File: config.mk
export PLATFORM = sky130hd
export DESIGN_NAME = hht_ram
export DESIGN_NICKNAME = d
export VERILOG_FILES = /design/src/rtl/assert_macros.svh /design/src/rtl/hht_ram.sv
export SDC_FILE = /design/constraint.sdc
export NUM_CORES = 1
export LEC_CHECK = 0
export BUFFER_PORTS_ARGS = -buffer_cell sky130_fd_sc_hd__buf_2
export CAP_MARGIN = 10
export CORE_ASPECT_RATIO = 0.6
export CORE_UTILIZATION = 45
export CTS_BUF_LIST = sky130_fd_sc_hd__clkbuf_8 sky130_fd_sc_hd__clkbuf_16
export CTS_CLUSTER_DIAMETER = 80
export DETAILED_ROUTE_END_ITERATION = 12
export PLACE_DENSITY = 0.62
export SYNTH_ARGS = -nofsm -noshare
export SYNTH_HDL_FRONTEND = slang
export SYNTH_SLANG_ARGS = --single-unit
export TNS_END_PERCENT = 10
File: constraint.sdc
create_clock -name clk -period 5.3 [get_ports clk]
set_clock_uncertainty 0.05 [all_clocks]
set_input_delay 0.53 -clock clk [delete_from_list [all_inputs] [get_ports clk]]
set_output_delay 0.53 -clock clk [all_outputs]
set_load 0.01 [all_outputs]
File: src/rtl/assert_macros.svh
// Assertion macros included by the hash table RTL.
`ifndef ASSERT_MACROS_SVH
`define ASSERT_MACROS_SVH

// Checked at each rising edge of clk, suspended while arst_n is low.
`define HHT_ASSERT(label, prop, msg) \
	label: assert property (@(posedge clk) disable iff (!arst_n) prop) else $error(msg);

// Checked at each rising edge of clk, also during reset.
`define HHT_ASSERT_ALWAYS(label, prop, msg) \
	label: assert property (@(posedge clk) prop) else $error(msg);

`endif

File: src/rtl/hht_ram.sv
// ----------------------------------------------------------------------------
// hht_ram
// Simple dual-port RAM: one write port, one read port with registered data.
// ----------------------------------------------------------------------------
module hht_ram #(
	parameter int WIDTH = 8,
	parameter int DEPTH = 16
) (
	input  logic                     clk,
	input  logic                     wr_en,
	input  logic [$clog2(DEPTH)-1:0] wr_addr,
	input  logic [WIDTH-1:0]         wr_data,
	input  logic [$clog2(DEPTH)-1:0] rd_addr,
	output logic [WIDTH-1:0]         rd_data
);
	logic [WIDTH-1:0] mem_q [DEPTH];

	// Write and registered read.
	always_ff @(posedge clk) begin
		if (wr_en) begin
			mem_q[wr_addr] <= wr_data;
		end
		rd_data <= mem_q[rd_addr];
	end
endmodule

==> impl_metrics.ini <==
[synth]
postSynthAreaPerCell_um2 = 22.5
synth_edf_count = 128
synthesis.nets = 247
muxShareOfSynthArea = 0.150
synth_most_common_cell = edfxtp_1
synth_cells = 229
async_flop_share = 0
yosysUniqueCellTypes = 19
ys.flop_type = edfxtp_1
synth_common_cells = edfxtp_1 (128), mux4_2 (18), a22oi_1 (16)
synth_top_family_by_area = multiplexers
synth_area_mm2 = 0.00515
ys_warn_count = 0
synth_top_area_frac = 0.747
ys_ff_latch = 136
ys_seq_area_frac = 0.778
synth-compound-area-share = 0.0233
yosysTopAreaCell = edfxtp_1
yosys.area_share.adder = 0
ys_top_cells_by_area = edfxtp_1 (75%), mux4_2 (7.9%), mux4_1 (7.1%)
synthXorXnorAreaFrac = 0
synth-simple-area-share = 0.0318

[critical_path]
cpPeakStageDelay_ns = 0.79
critical-path-top-delay-family = buffers and inverters
cp_max_fo = 32
worstPathRequired_ns = 5.54
crit_buf_inv = 1
critPathKind = primary input to register
r2r_start = mem_q[5][3]
slowest_stage = buf_2
cp-start-kind = primary input
cp.arrival_ns = 2.47
crit_path_cell_trace = buf_2 -> mux4_2 -> a22oi_1 -> nand2_1
startpoint = rd_addr[0]
crit_path_end_kind = register

[pwr]
leakage_nw = 1.98
power_density_mw_per_mm2 = 412
switching_power_uw = 519
comb_power_share = 0.044
switching_share = 0.211
seq_power_share = 0.492
power.total_mw = 2.46
intPower_mw = 1.94
peakVddDrop_mv = 0.259
power.share.clock = 0.464

[sta]
holdWs_ns = 0.453
final.min_clock_period_ns = 2.23
post-route-period-util = 0.420
setup_tns_ns = 0
worstMarginPinSlew_ns = 1.07
hold_violations = 0
finalSetupViolCount = 0
final_max_slew_viol_count = 0
grt_setup_unrepaired = false
fmax_mhz = 449
relSlewSlack = 0.285

[floorplanning]
fp-row-count = 29
fp.dieW_um = 140
ioPinCount = 26
start_util = 0.474
die_h_um = 84.8
coreArea_mm2 = 0.0108
fp.dieArea_mm2 = 0.0119

[routing]
drc = 0
detail_route.wl_per_cell_um = 24.1
via_per_inst = 5.59
dr.pass1.iters = 4
routed_wl_um = 10000
antenna_left = 0
first_iter_violations = 192
via_count = 2321

[cts]
cts_setup_buffers = 0
clock-root-buffer = clkbuf_16
cts_made_buffers = 17
cts_tree = yes
ctsResizeCount = 0
htree_levels = 4
clock_path_buffers = 2
numClockSinks = 136
path_clk_slew_ns = 0.06
clock_latency_ns = 0.42
cts_hold_buf = 0

[status]
status = complete, no violations

[place]
gp_congestion = 0.715
dp_hpwl_um = 6150
io_buffers = 25

[final_layout]
multi_input_area_mm2 = 0.00108
drive_above_1_share = 0.286
fillers = 816
nets = 281
antennaDiodeCount = 0
seqCellArea_mm2 = 0.00400
area_growth_syn_to_layout_pct = 15.8

[global_routing]
grt_overflow = 0
grt_pass1_vias = 2435
grt_max_degree = 33
antenna_found_initial = 0
grt_pass1_wl_um = 15300
grt.total_usage = 0.190

[run]
maxCapViolCount = 0

[min_path]
hold_path_class = primary input to register
hold_start = wr_data[5]
## worst paths after layout
kind	endpoint	slack, ns	depth (start not counted)
hold reg to reg	rd_data[3]	0.63	3
hold / removal	mem_q[7][5]	0.45	1
setup / recovery	rd_data[7]	3.07	4
setup reg to reg	rd_data[3]	3.80	3
## registers in the layout, indices dropped and copies added (netlist names)
| name | flops |
|---|---|
| mem_q | 128 |
| rd_data | 8 |
## power by group through the flow
stage                     clock, mW  sequential (mW)  combinational (mW)
after floorplan                   0             1.23              0.0610
after global placement            0             1.23               0.108
after detailed placement          0             1.23               0.111
after CTS                      1.16             1.21               0.111
after global routing           1.20             1.21               0.119
final                          1.14             1.21               0.109
## metal layers
layer  up-vias  routed length, um  global-route usage
li1       1045                  -                   -
met3         9                661              0.0451
met2        65               4420               0.262
met1      1202               4810               0.287
met4         0                113              0.0869
met5         -                  0                   0
## kinds of logic after synthesis
logic type             Yosys count
AOI/OAI and AO/OA               16
buffers and inverters           10
DFF                            136
muxes                           32
and+or+nand+nor                 35
## metrics by stage
stage	setup WS [ns]	cell area [um2]	std cells	utilization
floorplan	3.23	5150	229	-
global placement	2.53	5380	383	0.495
detailed placement	2.60	5380	383	0.496
CTS	3.04	5960	415	0.550
global route	2.96	5960	415	0.550
finish	3.07	5960	415	0.550
## worst reg2reg max path: cells and delay by family (launching register included)
family           cells  cell delay [ns]
AO/OA/AOI/OAI        1             0.31
flip-flops           1             0.36
multiplexers         1             0.57
AND/OR/NAND/NOR      1             0.08
## cell usage in the layout (no fill, tap or decap), types with 2 or more instances in the layout
cell type   instances
buf_2              25
clkinv_4            5
clkinv_2            2
mux4_2             18
edfxtp_1          128
clkbuf_16          17
nand2_1             9
mux4_1             14
bufinv_16           2
clkinvlp_4          4
dfxtp_1             8
a22oi_1            16
nand2b_1            2
nand3b_1            2
nor2_1             13
nor3_2              4
## cell type report
| class | count | share of cell area |
|---|---|---|
| sequential | 136 | 0.672 |
| multi-input combinational | 83 | 0.181 |
| clock buffer | 17 | 0.0714 |
| tap | 139 | 0.0292 |
| clock inverter | 15 | 0.0262 |
| timing repair buffer | 25 | 0.0210 |
No activity file was read; power rests on OpenSTA's default activity.
